[src/rtl/pps_pkg.sv]
// shared types, codes and defaults for the paced pull scheduler
// no dependencies; every other file refers to this package by scoped names
package pps_pkg;

    // default sizes, handed to the top level parameters
    localparam int DEF_QUEUE_DEPTH = 64;
    localparam int DEF_CONNECTIONS = 256;
    localparam int DEF_TIME_BITS   = 32;
    localparam int DEF_PULL_BITS   = 16;

    // fixed field widths
    localparam int CMD_W      = 2;
    localparam int CONN_W     = 8;
    localparam int NOW_W      = 32;
    localparam int KIND_W     = 2;
    localparam int SEQ_W      = 16;
    localparam int TXQ_W      = 16;
    localparam int INTERVAL_W = 32;
    localparam int S_TDATA_W  = 40;   // conn_index, now
    localparam int M_TDATA_W  = 40;   // pull_conn, pull_seq, pull_txq

    // configuration port
    localparam int CFG_IDX_W  = 2;
    localparam int CFG_DATA_W = 32;
    localparam logic [CFG_IDX_W-1:0] CFG_INTERVAL = 2'd0;
    localparam logic [CFG_IDX_W-1:0] CFG_PRIO_EN  = 2'd1;
    localparam logic [CFG_IDX_W-1:0] CFG_TXQ      = 2'd2;

    localparam logic [INTERVAL_W-1:0] INTERVAL_RST = 32'd1000;

    // command codes on the input tuser
    localparam logic [CMD_W-1:0] CMD_TICK     = 2'd0;
    localparam logic [CMD_W-1:0] CMD_ENQ_NORM = 2'd1;
    localparam logic [CMD_W-1:0] CMD_ENQ_PRIO = 2'd2;

    // result kinds on the output tuser
    localparam logic [KIND_W-1:0] KIND_NONE = 2'd0;
    localparam logic [KIND_W-1:0] KIND_PULL = 2'd1;
    localparam logic [KIND_W-1:0] KIND_DROP = 2'd2;

    // front-to-back item queue
    localparam int ITEM_Q_DEPTH = 4;
    localparam int IQ_PTR_W     = 2;
    localparam int IQ_CNT_W     = 3;

    typedef enum logic [1:0] {
        OP_TICK,
        OP_ENQ_NORM,
        OP_ENQ_PRIO,
        OP_NONE
    } t_op;

    typedef struct packed {
        t_op               op;
        logic [CONN_W-1:0] conn;
        logic [NOW_W-1:0]  now;
    } t_item;

    typedef struct packed {
        logic [INTERVAL_W-1:0] interval;
        logic                  prio_en;
        logic [TXQ_W-1:0]      txq;
    } t_cfg;

    typedef enum logic [2:0] {
        BS_CLEAR,
        BS_IDLE,
        BS_EVAL,
        BS_QRD,
        BS_CRD
    } t_bstate;

endpackage

[src/rtl/pps_front.sv]
// front end: takes input beats, decodes the command and queues the items
// depends on pps_pkg
module pps_front (
    input  logic                          i_clk,
    input  logic                          i_rst_n,
    input  logic                          i_valid,
    output logic                          o_ready,
    input  logic [pps_pkg::CMD_W-1:0]     i_cmd,
    input  logic [pps_pkg::CONN_W-1:0]    i_conn,
    input  logic [pps_pkg::NOW_W-1:0]     i_now,
    input  logic                          i_hold,
    output logic                          o_item_valid,
    output pps_pkg::t_item                o_item,
    input  logic                          i_item_pop
);

    pps_pkg::t_item                r_q_mem [pps_pkg::ITEM_Q_DEPTH];
    logic [pps_pkg::IQ_PTR_W-1:0]  r_wr_ptr, n_wr_ptr;
    logic [pps_pkg::IQ_PTR_W-1:0]  r_rd_ptr, n_rd_ptr;
    logic [pps_pkg::IQ_CNT_W-1:0]  r_count, n_count;
    pps_pkg::t_item                dec_item;
    logic                          push;
    logic                          pop;

    // command decode
    always_comb begin
        dec_item.conn = i_conn;
        dec_item.now  = i_now;
        unique case (i_cmd)
            pps_pkg::CMD_TICK:     dec_item.op = pps_pkg::OP_TICK;
            pps_pkg::CMD_ENQ_NORM: dec_item.op = pps_pkg::OP_ENQ_NORM;
            pps_pkg::CMD_ENQ_PRIO: dec_item.op = pps_pkg::OP_ENQ_PRIO;
            default:               dec_item.op = pps_pkg::OP_NONE;
        endcase
    end

    assign o_ready      = (r_count != pps_pkg::IQ_CNT_W'(pps_pkg::ITEM_Q_DEPTH)) && !i_hold;
    assign push         = i_valid && o_ready;
    assign o_item_valid = (r_count != '0);
    assign pop          = i_item_pop && o_item_valid;
    assign o_item       = r_q_mem[r_rd_ptr];

    always_comb begin
        n_wr_ptr = push ? r_wr_ptr + 1'b1 : r_wr_ptr;
        n_rd_ptr = pop ? r_rd_ptr + 1'b1 : r_rd_ptr;
        n_count  = r_count;
        if (push && !pop) begin
            n_count = r_count + 1'b1;
        end else if (pop && !push) begin
            n_count = r_count - 1'b1;
        end
    end

    always_ff @(posedge i_clk) begin
        if (!i_rst_n) begin
            r_wr_ptr <= '0;
            r_rd_ptr <= '0;
            r_count  <= '0;
        end else begin
            r_wr_ptr <= n_wr_ptr;
            r_rd_ptr <= n_rd_ptr;
            r_count  <= n_count;
        end
    end

    always_ff @(posedge i_clk) begin
        if (push) begin
            r_q_mem[r_wr_ptr] <= dec_item;
        end
    end

endmodule

[config.mk]
export PLATFORM = sky130hd
export DESIGN_NAME = pps_front
export DESIGN_NICKNAME = d
export VERILOG_FILES = /design/src/rtl/pps_pkg.sv /design/src/rtl/pps_front.sv
export SDC_FILE = /design/constraint.sdc
export NUM_CORES = 1
export LEC_CHECK = 0
export CAP_MARGIN = 20
export CORE_AREA = 2 2 113 115
export CTS_BUF_LIST = sky130_fd_sc_hd__clkbuf_16
export CTS_CLUSTER_SIZE = 12
export DETAILED_ROUTE_END_ITERATION = 6
export DIE_AREA = 0 0 115 117
export DONT_BUFFER_PORTS = 1
export PLACE_DENSITY = 0.67
export SETUP_SLACK_MARGIN = 0.2
export SLEW_MARGIN = 20
export SYNTH_ARGS = -nofsm -noshare
export SYNTH_HDL_FRONTEND = slang
export SYNTH_SLANG_ARGS = --single-unit
[constraint.sdc]
create_clock -name i_clk -period 3.6 [get_ports i_clk]
set_clock_uncertainty 0.15 [all_clocks]
set_input_delay 0.18 -clock i_clk [delete_from_list [all_inputs] [get_ports i_clk]]
set_output_delay 0.18 -clock i_clk [all_outputs]
set_load 0.005 [all_outputs]
==> results of run 1 <==
[layout by cell type, fill, tap and decap left out]
master / netlist / layout
sky130_fd_sc_hd__dfxtp_1: 9 / 7
sky130_fd_sc_hd__a21oi_2: 1 / 1
sky130_fd_sc_hd__clkinv_4: 0 / 2
sky130_fd_sc_hd__mux2i_1: 3 / 3
sky130_fd_sc_hd__clkinv_1: 0 / 5
sky130_fd_sc_hd__nor2b_1: 1 / 1
sky130_fd_sc_hd__bufinv_16: 0 / 3
sky130_fd_sc_hd__nand2_1: 4 / 4
sky130_fd_sc_hd__mux4_1: 2 / 2
sky130_fd_sc_hd__edfxtp_1: 168 / 168
sky130_fd_sc_hd__nand2b_1: 1 / 1
sky130_fd_sc_hd__ha_1: 5 / 5
sky130_fd_sc_hd__nor2_1: 1 / 1
sky130_fd_sc_hd__dlygate4sd3_1: 0 / 47
sky130_fd_sc_hd__o31ai_4: 1 / 1
sky130_fd_sc_hd__buf_4: 0 / 6
sky130_fd_sc_hd__xor2_1: 1 / 1
sky130_fd_sc_hd__buf_12: 4 / 1
sky130_fd_sc_hd__o311ai_2: 1 / 1
sky130_fd_sc_hd__xnor2_1: 3 / 3
sky130_fd_sc_hd__and2_2: 0 / 4
sky130_fd_sc_hd__a21oi_1: 1 / 1
sky130_fd_sc_hd__o21ai_0: 1 / 1
sky130_fd_sc_hd__inv_1: 3 / 5
sky130_fd_sc_hd__clkinv_2: 0 / 2
sky130_fd_sc_hd__a21boi_0: 1 / 1
sky130_fd_sc_hd__clkbuf_16: 0 / 17
sky130_fd_sc_hd__clkinvlp_4: 0 / 1
sky130_fd_sc_hd__dfxtp_4: 0 / 2
sky130_fd_sc_hd__fa_1: 1 / 1
sky130_fd_sc_hd__and2_1: 8 / 4
sky130_fd_sc_hd__mux4_2: 40 / 40
sky130_fd_sc_hd__or3_1: 2 / 2
[routing by layer]
layer,wire [um],GRT usage (%),vias up
li1,-,-,1255
met1,4310,20.3,1440
met2,5750,28.4,79
met3,644,6.80,4
met4,35,6.99,0
met5,0,0,-
[worst max-delay path: stages]
cell and delay (ns):
sky130_fd_sc_hd__dlygate4sd3_1 0.52, sky130_fd_sc_hd__nand2b_1 0.05, sky130_fd_sc_hd__dlygate4sd3_1 0.57, sky130_fd_sc_hd__a21oi_2 0.31
sky130_fd_sc_hd__ha_1 0.26, sky130_fd_sc_hd__inv_1 0.07, sky130_fd_sc_hd__fa_1 0.38, sky130_fd_sc_hd__xor2_1 0.17
sky130_fd_sc_hd__or3_1 0.30, sky130_fd_sc_hd__a21boi_0 0.16
[stage by stage]
step / hold WS (ns) / instances / cell area (sq um) / power, mW / setup WS [ns]
final: 0.243 / 494 / 7810 / 5.06 / 0.813
after global routing: 0.249 / 494 / 7810 / 5.27 / 0.655
after CTS: 0.243 / 494 / 7810 / 5.12 / 0.853
after detailed placement: 0.129 / 415 / 6760 / 3.29 / 1.08
after global placement: 0.129 / 415 / 6760 / 3.28 / 1.19
after floorplan: 0.129 / 271 / 6620 / 3.23 / 1.13
[power by group through the flow]
stage | Clock [mW] | Combinational, mW | Sequential (mW)
floorplan | 0 | 0.771 | 2.46
global placement | 0 | 0.633 | 2.65
detailed placement | 0 | 0.642 | 2.65
CTS | 1.80 | 0.714 | 2.61
global route | 1.89 | 0.749 | 2.63
finish | 1.77 | 0.697 | 2.59
[cells by family (layout without fill, tap and decap cells)]
logic type,after synthesis,count (layout),synth area share [%]
adders and majority gates,6,6,1.25
DFF,177,177,78.9
xor gates and xnor gates,4,4,0.529
buffers and inverters,16,89,2.08
muxes,45,45,14.9
AOI/OAI and AO/OA,6,6,0.964
and+or+nand+nor,17,17,1.42
[worst paths after layout]
path,startpoint,endpoint,slack (ns)
hold reg to reg,r_wr_ptr[1],r_wr_ptr[1],0.36
setup / recovery,i_valid,r_count[2],0.81
hold / removal,i_hold,o_ready,0.24
setup reg to reg,r_count[0],r_count[2],1.07
[layout make-up]
class | count | area [sq um] | area share, %
sequential | 177 | 5230 | 67.0
multi-input combinational | 78 | 1260 | 16.2
timing repair buffer | 54 | 536 | 6.86
clock buffer | 17 | 425 | 5.45
tap | 150 | 188 | 2.40
clock inverter | 15 | 151 | 1.94
inverter | 3 | 11.3 | 0.144
[sequential cells by signal, summed over array words and instances (netlist names), named ones only]
signal / flops
r_q_mem: 168
r_count: 3
r_rd_ptr: 2
r_wr_ptr: 2
[timing repair]
item	in CTS	in global routing
resized for setup	0	0
buffers inserted	0	0
hold endpoints to repair	177	0
hold buffers	47	0
==> impl_metrics.sql, run 1 <==
INSERT INTO impl_metrics (metric_group, metric, value, unit) VALUES
('detailed_routing', 'drt-pass1-iter-count', '4', ''),
('detailed_routing', 'drt_first_iter_violations', '196', ''),
('timing', 'fin_crit_sh', '77.4', '%'),
('worst_setup_path', 'critical_path.startpoint_type', 'input port', ''),
('timing', 'hold_viol_final', '0', ''),
('logic_synthesis', 'synth_enable_flop_cells', '168', ''),
('timing', 'min_period', '2.79', 'ns'),
('timing', 'setup_repair_after_global_routing_missed_its_margin', 'no', ''),
('hold_path', 'holdPathStages', '1', ''),
('die', 'io_pins', '91', ''),
('die', 'initial_core_util', '53.8', '%'),
('logic_synthesis', 'most_common_cell_in_the_synthesized_netlist', 'sky130_fd_sc_hd__edfxtp_1', ''),
('logic_synthesis', 'synth.ff_latch_count', '177', ''),
('timing', 'setup-violations-final', '0', ''),
('timing', 'fmaxAchievable', '359', 'MHz'),
('detailed_routing', 'post_drt_via_cell_ratio', '5.62', ''),
('flow_run', 'maxCapViolCount', '0', ''),
('global_route', 'grt_pass1_wl', '16300', 'um'),
('clocking', 'cts.root.buffer_cell', 'sky130_fd_sc_hd__clkbuf_16', ''),
('logic_synthesis', 'biggest_area_consumer_among_synthesized_cells', 'sky130_fd_sc_hd__edfxtp_1', ''),
('timing', 'slew_headroom', '42.6', '%'),
('power', 'power.clock.fraction', '34.9', '%'),
('place', 'gpl.final_weighted_congestion', '0.753', ''),
('worst_setup_path', 'worst_path_required_time', '3.79', 'ns'),
('worst_setup_path', 'path_class', 'input port to flop', ''),
('clocking', 'worst_skew_pair.late_latency', '0.42', 'ns'),
('logic_synthesis', 'synth-main-ff-cell', 'sky130_fd_sc_hd__edfxtp_1', ''),
('detailed_routing', 'final_antenna_net_count', '0', ''),
('global_route', 'gr-usage-all-layers', '17.1', '%'),
('global_route', 'first_global_vias', '2984', ''),
('logic_synthesis', 'synthesis.instances', '271', ''),
('power', 'seq_power_share', '51.3', '%'),
('global_route', 'grt_start_max_net_pins', '43', ''),
('power', 'power_switching_share', '23.1', '%'),
('timing', 'max_slew.worst_pin.slew', '0.860', 'ns'),
('power', 'power.internal', '3.89', 'mW'),
('clocking', 'numClockSinks', '177', ''),
('logic_synthesis', 'synthArstFlopShare', '0', '%'),
('place', 'detailedPlacementHpwl', '6420', 'um'),
('die', 'floorplan.die_area', '13500', 'sq um'),
('die', 'rows', '41', ''),
('layout', 'drive_above_1_share', '23.5', '%'),
('place', 'port_buffers', '0', ''),
('layout', 'n_antenna_cell', '0', ''),
('worst_setup_path', 'worstPathArrival', '2.98', 'ns'),
('detailed_routing', 'detail_route.wirelength', '10700', 'um'),
('logic_synthesis', 'seq_area_frac_synth', '78.9', '%'),
('power', 'vdd_drop_max', '0.569', 'mV'),
('global_route', 'antenna_found_initial', '0', ''),
('hold_path', 'hp-class', 'input port to primary output', ''),
('power', 'power.density', '648', 'nW/um^2'),
('die', 'die_height', '117', 'um'),
('timing', 'report.final.slew_viol_count', '0', ''),
('logic_synthesis', 'synth_area_leaders', 'sky130_fd_sc_hd__edfxtp_1 76%, sky130_fd_sc_hd__mux4_2 14%, sky130_fd_sc_hd__dfxtp_1 2.7%', ''),
('power', 'power_switching', '1.17', 'mW'),
('worst_setup_path', 'r2r.worst_path.cells', '8', ''),
('detailed_routing', 'drc', '0', ''),
('timing', 'setup_total_negative_slack', '0', 'ns'),
('clocking', 'clk_pin_slew_worst_paths', '0.06', 'ns'),
('layout', 'final_core_util', '63.4', '%'),
('worst_setup_path', 'worstPathMaxFanout', '7', ''),
('logic_synthesis', 'yosys.cell_types.count', '26', ''),
('outcome', 'run_status', 'completed', ''),
('logic_synthesis', 'yosys_top_cell_area_share', '76.2', '%'),
('power', 'power_leakage', '2.48', 'nW'),
('logic_synthesis', 'syn_avg_cell_area', '24.4', 'sq um'),
('clocking', 'cts.htree.levels', '4', ''),
('die', 'core_area', '12300', 'sq um'),
('power', 'share_comb_of_total_power', '13.8', '%'),
('clocking', 'cts_tree', 'yes', ''),
('logic_synthesis', 'yosysWarningCount', '0', '');
Power figures use the tool's default switching activity.
==> run 2, diff against run 1 <==
- clock period: 3.6 -> 2.75 ns (I/O delays scaled with it)
==> run 2 against run 1 <==
Combinational power increased by 54%. Critical path depth down 2. Register-to-register slack got worse by 0.69 ns. Core utilization up 0.24 points. Clock power rose by 23%. Power is 29% higher. Sequential power increased by 27%. Final area up 0.38%. Global-route usage grew 0.20 points. Flip-flop and latch count unchanged. Critical endpoint unchanged.
==> impl_metrics.sql, run 2 (synthesized netlist as in run 1, its figures left out) <==
INSERT INTO impl_metrics (metric_group, metric, value, unit) VALUES
('outcome', 'run_status', 'completed', ''),
('worst_setup_path', 'critical_path.startpoint_type', 'flop', ''),
('layout', 'nFillCells', '819', ''),
('detailed_routing', 'final_antenna_net_count', '0', ''),
('power', 'power_leakage', '2.52', 'nW'),
('detailed_routing', 'detail_route.wirelength', '10900', 'um'),
('detailed_routing', 'drt_first_iter_violations', '180', ''),
('timing', 'fmaxAchievable', '422', 'MHz'),
('hold_path', 'holdPathStages', '4', ''),
('detailed_routing', 'post_drt_via_cell_ratio', '5.66', ''),
('clocking', 'numClockSinks', '177', ''),
('layout', 'n_antenna_cell', '0', ''),
('clocking', 'cts-buffers-inserted', '17', ''),
('clocking', 'cts.root.buffer_cell', 'sky130_fd_sc_hd__clkbuf_16', ''),
('layout', 'final_common_cell', 'sky130_fd_sc_hd__edfxtp_1', ''),
('die', 'rows', '41', ''),
('power', 'power_switching_share', '23.4', '%'),
('hold_path', 'holdPathEnd', 'r_wr_ptr[0]', ''),
('power', 'vdd_drop_max', '0.528', 'mV'),
('global_route', 'first_global_vias', '3000', ''),
('clocking', 'worst_skew_pair.late_latency', '0.42', 'ns'),
('layout', 'design.final.nets', '387', ''),
('timing', 'hold_viol_final', '0', ''),
('timing', 'min_period', '2.37', 'ns'),
('worst_setup_path', 'cpMaxStageDelayCell', 'sky130_fd_sc_hd__dfxtp_1', ''),
('detailed_routing', 'drt-pass1-iter-count', '4', ''),
('worst_setup_path', 'reg2reg_setup_slack', '0.38', 'ns'),
('die', 'die_w', '115', 'um'),
('detailed_routing', 'wire_per_inst', '22.0', 'um'),
('power', 'share_comb_of_total_power', '16.4', '%'),
('timing', 'setup_total_negative_slack', '0', 'ns'),
('layout', 'p_r_area_growth_vs_syn', '18.4', '%'),
('worst_setup_path', 'worst_r2r_endpoint', 'r_count[2]', ''),
('power', 'finalPower', '6.54', 'mW'),
('clocking', 'cts-root-to-sink-buffers', '2', ''),
('layout', 'finish.instance_area', '7840', 'sq um'),
('hold_path', 'hp-class', 'input port to flop', ''),
('place', 'number_of_cells_in_the_design_after_placement', '418', ''),
('timing', 'setup_repair_after_global_routing_missed_its_margin', 'no', ''),
('die', 'initial_core_util', '53.8', '%'),
('power', 'power.density', '834', 'nW/um^2'),
('timing', 'max_slew.worst_pin.slew', '0.494', 'ns'),
('place', 'dpl_cell_area', '6820', 'sq um'),
('worst_setup_path', 'worst_path_required_time', '2.93', 'ns'),
('layout', 'mostFrequentLayoutCells', '168 x sky130_fd_sc_hd__edfxtp_1, 46 x sky130_fd_sc_hd__dlygate4sd3_1, 40 x sky130_fd_sc_hd__mux4_2, 20 x sky130_fd_sc_hd__clkbuf_16, 9 x sky130_fd_sc_hd__inv_1', ''),
('timing', 'setup-violations-final', '0', ''),
('flow_run', 'maxCapViolCount', '0', ''),
('worst_setup_path', 'crit_path_end_kind', 'flop', ''),
('global_route', 'gr-usage-all-layers', '17.3', '%'),
('worst_setup_path', 'r2r_start', 'r_count[1]', ''),
('layout', 'largestRegisters', 'r_q_mem x168, r_count x3', ''),
('layout', 'drive_above_1_share', '24.5', '%'),
('timing', 'fin_crit_sh', '86.2', '%'),
('die', 'floorplan.die_area', '13500', 'sq um'),
('layout', 'largest_reg_flops', '168', ''),
('global_route', 'antenna_found_initial', '0', ''),
('worst_setup_path', 'r2r.worst_path.cells', '8', ''),
('worst_setup_path', 'path_class', 'flop to flop', ''),
('timing', 'holdWs', '0.0723', 'ns'),
('timing', 'report.final.slew_viol_count', '0', ''),
('power', 'power.internal', '5.01', 'mW'),
('layout', 'registers.top_by_ff_count', 'r_q_mem', ''),
('worst_setup_path', 'worstPathMaxFanout', '6', ''),
('power', 'power.clock.fraction', '33.3', '%'),
('die', 'io_pins', '91', ''),
('worst_setup_path', 'crit_path_cell_trace', 'nor2_1, a21oi_2, ha_1, inv_1, fa_1, xor2_1, or3_1, a21boi_0', ''),
('layout', 'final_cells', '497', ''),
('die', 'die_height', '117', 'um'),
('clocking', 'clk_pin_slew_worst_paths', '0.06', 'ns'),
('die', 'core_area', '12300', 'sq um'),
('power', 'power_switching', '1.53', 'mW'),
('clocking', 'cts.htree.levels', '4', ''),
('global_route', 'grt_overflow', '0', ''),
('clocking', 'cts_tree', 'yes', ''),
('place', 'detailedPlacementHpwl', '6430', 'um'),
('global_route', 'grt_start_max_net_pins', '29', ''),
('hold_path', 'hold_path_startpoint', 'i_hold', ''),
('place', 'port_buffers', '0', ''),
('global_route', 'grt_pass1_wl', '16300', 'um'),
('timing', 'slew_headroom', '67.0', '%'),
('place', 'gpl.final_weighted_congestion', '0.656', ''),
('power', 'seq_power_share', '50.2', '%'),
('detailed_routing', 'drc', '0', ''),
('worst_setup_path', 'max_stage_delay', '0.49', 'ns'),
('worst_setup_path', 'worstPathArrival', '2.55', 'ns'),
('detailed_routing', 'num_vias', '2812', '');
## run 2: cell count changes in the layout (fill, tap and decap cells not counted), sizes merged
cell / change
clkinvlp: -1
bufinv: -3
clkinv: -3
clkbuf: +3
buf: +4
inv: +4
dlygate4sd3: -1
## run 2: power by group through the flow
stage                     clock network (mW)  logic (mW)  registers, mW
after detailed placement                   0        1.01           3.35
after floorplan                            0        1.01           3.22
after CTS                               2.23        1.10           3.29
after global placement                     0       0.997           3.34
after global routing                    2.34        1.16           3.32
final                                   2.18        1.07           3.28
## run 2: cell type report
type	instances	area, sq um	area share, %
flip-flops and latches	177	5230	66.7
multi-input cells	78	1260	16.1
repair buffers	57	593	7.57
clock buffers	20	500	6.39
well taps	150	188	2.39
clock inverters	12	50.0	0.639
inverters	3	11.3	0.144
## run 2: worst max path at each step
stage,cells past startpoint,slack [ns],start,endpoint
floorplan,3,0.28,r_count[0],r_q_mem[2][0]
global placement,8,0.37,r_count[0],r_count[2]
detailed placement,8,0.21,r_count[0],r_count[2]
CTS,8,0.39,r_count[1],r_count[2]
global route,8,0.23,r_count[1],r_count[2]
finish,8,0.38,r_count[1],r_count[2]
## run 2: worst max-delay path, delay by kind of cell (launching register included)
kind            cells  cell delay, ns
fa+ha+maj           2            0.60
simple gates        2            0.43
buf+inv             1            0.06
xor+xnor            1            0.19
compound gates      2            0.36
flops               1            0.49
## run 2: layer usage
metal	vias to the layer above	share of wire (%)	global-route usage, %
li1	1260	-	-
met1	1463	40	20.4
met2	78	53	29.0
met3	11	6.1	6.85
met4	0	1.1	6.75
met5	-	0	0
## run 2: per-stage QoR
stage                     utilization, %  setup WS, ns
after global placement              55.4         0.368
after global routing                63.7         0.229
after CTS                           63.7         0.395
final                               63.7         0.381
after floorplan                        -         0.283
after detailed placement            55.4         0.209
## run 2: timing repair
item	CTS	global route
resized for setup	1	0
hold endpoints to repair	177	0
buffers inserted	1	0
hold buffers	46	0
setup endpoints to repair	1	0
==> run 3, diff against run 2 <==
- CTS_BUF_LIST: sky130_fd_sc_hd__clkbuf_16 -> sky130_fd_sc_hd__clkbuf_8
- SETUP_SLACK_MARGIN: 0.2 -> unset
==> run 3 against run 2 <==
Final area down 1.8%. Setup slack worse by 0.22 ns. Global-route usage down 0.10 points. Critical path type is now input port to flop. Critical path depth up 2. Non-clock buffer count up 1. Power down 6.9%. Combinational power about the same. Fmax down 8.6%. Flip-flop and latch count unchanged. Routed wire length down 0.64%. Register-to-register slack worse by 0.03 ns.
==> impl_metrics.sql, run 3 (synthesized netlist as in run 1, its figures left out) <==
INSERT INTO impl_metrics (metric_group, metric, value, unit) VALUES
('timing', 'report.final.slew_viol_count', '0', ''),
('clocking', 'cts.htree.levels', '4', ''),
('detailed_routing', 'wire_per_inst', '21.8', 'um'),
('power', 'power.internal', '4.64', 'mW'),
('clocking', 'cts-buffers-inserted', '17', ''),
('detailed_routing', 'num_vias', '2799', ''),
('hold_path', 'holdPathStages', '1', ''),
('power', 'share_comb_of_total_power', '17.7', '%'),
('power', 'power_leakage', '2.45', 'nW'),
('layout', 'final_common_cell', 'sky130_fd_sc_hd__edfxtp_1', ''),
('timing', 'fmaxAchievable', '386', 'MHz'),
('timing', 'setup_repair_after_global_routing_missed_its_margin', 'no', ''),
('layout', 'registers.top_by_ff_count', 'r_q_mem', ''),
('clocking', 'cts.root.buffer_cell', 'sky130_fd_sc_hd__clkbuf_8', ''),
('clocking', 'worst_skew_pair.late_latency', '0.44', 'ns'),
('clocking', 'numClockSinks', '177', ''),
('outcome', 'run_status', 'completed', ''),
('timing', 'min_period', '2.59', 'ns'),
('layout', 'largest_reg_flops', '168', ''),
('detailed_routing', 'detail_route.wirelength', '10900', 'um'),
('place', 'port_buffers', '0', ''),
('worst_setup_path', 'r2r.worst_path.cells', '8', ''),
('worst_setup_path', 'worstPathMaxFanout', '2', ''),
('worst_setup_path', 'worst_path_required_time', '2.96', 'ns'),
('worst_setup_path', 'worst_r2r_endpoint', 'r_count[2]', ''),
('global_route', 'first_global_vias', '3019', ''),
('clocking', 'cts-root-to-sink-buffers', '2', ''),
('worst_setup_path', 'crit_path_end_kind', 'flop', ''),
('layout', 'drive_above_1_share', '24.7', '%'),
('detailed_routing', 'post_drt_via_cell_ratio', '5.62', ''),
('global_route', 'gr-usage-all-layers', '17.2', '%'),
('layout', 'final_cells', '498', ''),
('worst_setup_path', 'reg2reg_setup_slack', '0.35', 'ns'),
('die', 'floorplan.die_area', '13500', 'sq um'),
('die', 'die_w', '115', 'um'),
('detailed_routing', 'final_antenna_net_count', '0', ''),
('detailed_routing', 'drt-pass1-iter-count', '5', ''),
('flow_run', 'maxCapViolCount', '0', ''),
('layout', 'final_core_util', '62.5', '%'),
('timing', 'setup_total_negative_slack', '0', 'ns'),
('clocking', 'cts_tree', 'yes', ''),
('die', 'io_pins', '91', ''),
('global_route', 'grt_start_max_net_pins', '29', ''),
('power', 'power_switching', '1.44', 'mW'),
('worst_setup_path', 'path_class', 'input port to flop', ''),
('place', 'number_of_cells_in_the_design_after_placement', '418', ''),
('power', 'power.clock.fraction', '28.4', '%'),
('place', 'gpl.final_weighted_congestion', '0.656', ''),
('layout', 'design.final.nets', '388', ''),
('global_route', 'grt_overflow', '0', ''),
('global_route', 'grt_pass1_wl', '16300', 'um'),
('layout', 'nFillCells', '849', ''),
('timing', 'slew_headroom', '67.3', '%'),
('timing', 'fin_crit_sh', '94.2', '%'),
('layout', 'p_r_area_growth_vs_syn', '16.3', '%'),
('power', 'seq_power_share', '53.9', '%'),
('timing', 'max_slew.worst_pin.slew', '0.490', 'ns'),
('place', 'detailedPlacementHpwl', '6430', 'um'),
('die', 'initial_core_util', '53.8', '%'),
('layout', 'mostFrequentLayoutCells', '168 x sky130_fd_sc_hd__edfxtp_1, 47 x sky130_fd_sc_hd__dlygate4sd3_1, 40 x sky130_fd_sc_hd__mux4_2, 19 x sky130_fd_sc_hd__clkbuf_8, 9 x sky130_fd_sc_hd__inv_1', ''),
('detailed_routing', 'drt_first_iter_violations', '172', ''),
('hold_path', 'holdPathEnd', 'o_ready', ''),
('detailed_routing', 'drc', '0', ''),
('layout', 'largestRegisters', 'r_q_mem x168, r_count x3', ''),
('die', 'core_area', '12300', 'sq um'),
('worst_setup_path', 'r2r_start', 'r_count[0]', ''),
('global_route', 'antenna_found_initial', '0', ''),
('hold_path', 'hold_path_startpoint', 'i_hold', ''),
('timing', 'setup-violations-final', '0', ''),
('worst_setup_path', 'worstPathArrival', '2.80', 'ns'),
('layout', 'n_antenna_cell', '0', ''),
('power', 'vdd_drop_max', '0.477', 'mV'),
('die', 'rows', '41', ''),
('power', 'power_switching_share', '23.7', '%'),
('power', 'finalPower', '6.08', 'mW'),
('timing', 'hold_viol_final', '0', ''),
('die', 'die_height', '117', 'um'),
('power', 'power.density', '790', 'nW/um^2'),
('worst_setup_path', 'critical_path.startpoint_type', 'input port', ''),
('clocking', 'clk_pin_slew_worst_paths', '0.07', 'ns'),
('hold_path', 'hp-class', 'input port to primary output', ''),
('timing', 'holdWs', '0.156', 'ns');
## run 3: worst max-delay path by stage
stage                    start       endpoint  slack (ns)  cells after the start
floorplan           r_count[0]  r_q_mem[2][0]        0.28                      3
global placement    r_count[0]     r_count[2]        0.37                      8
detailed placement  r_count[0]     r_count[2]        0.21                      8
CTS                    i_valid     r_count[2]        0.05                     10
global route           i_valid     r_count[2]        0.11                     10
finish                 i_valid     r_count[2]        0.16                     10
## run 3: stage by stage
| step | cell area [sq um] | setup slack, ns |
|---|---|---|
| global route | 7700 | 0.107 |
| global placement | 6820 | 0.368 |
| finish | 7700 | 0.158 |
| floorplan | 6620 | 0.283 |
| CTS | 7680 | 0.0467 |
| detailed placement | 6820 | 0.209 |
## run 3: critical path, cell delays in order
cell	delay, ns
sky130_fd_sc_hd__dlygate4sd3_1	0.53
sky130_fd_sc_hd__nand2b_1	0.07
sky130_fd_sc_hd__dlygate4sd3_1	0.60
sky130_fd_sc_hd__a21oi_4	0.14
sky130_fd_sc_hd__ha_1	0.20
sky130_fd_sc_hd__inv_1	0.06
sky130_fd_sc_hd__fa_1	0.39
sky130_fd_sc_hd__xor2_1	0.19
sky130_fd_sc_hd__or3_1	0.30
sky130_fd_sc_hd__a21boi_0	0.18
## run 3: power groups by stage
stage               logic, mW  clock network [mW]  registers [mW]
global placement        0.997                   0            3.34
finish                   1.08                1.73            3.28
CTS                      1.10                1.79            3.29
floorplan                1.01                   0            3.22
detailed placement       1.01                   0            3.35
global route             1.16                1.88            3.31
## run 3: layer usage
metal / track usage, % / wire length (um) / part of all wire [%]
met5: 0 / 0 / 0
met4: 7.23 / 193 / 1.8
met1: 20.1 / 4320 / 40
met2: 29.2 / 5770 / 53
met3: 6.18 / 590 / 5.4
## run 3: area by class of cell
class	count	area (sq um)	area share, %
tap	150	188	2.44
sequential	177	5230	67.9
multi-input combinational	78	1270	16.5
clock buffer	19	262	3.40
timing repair buffer	58	603	7.83
inverter	3	11.3	0.146
clock inverter	13	133	1.72
## run 3: repair_timing
item / CTS / global route
buffers inserted: 0 / 1
hold buffers: 47 / 0
gates resized for setup: 0 / 1
hold endpoints to repair: 177 / 0
endpoints found under the setup margin: 0 / 1
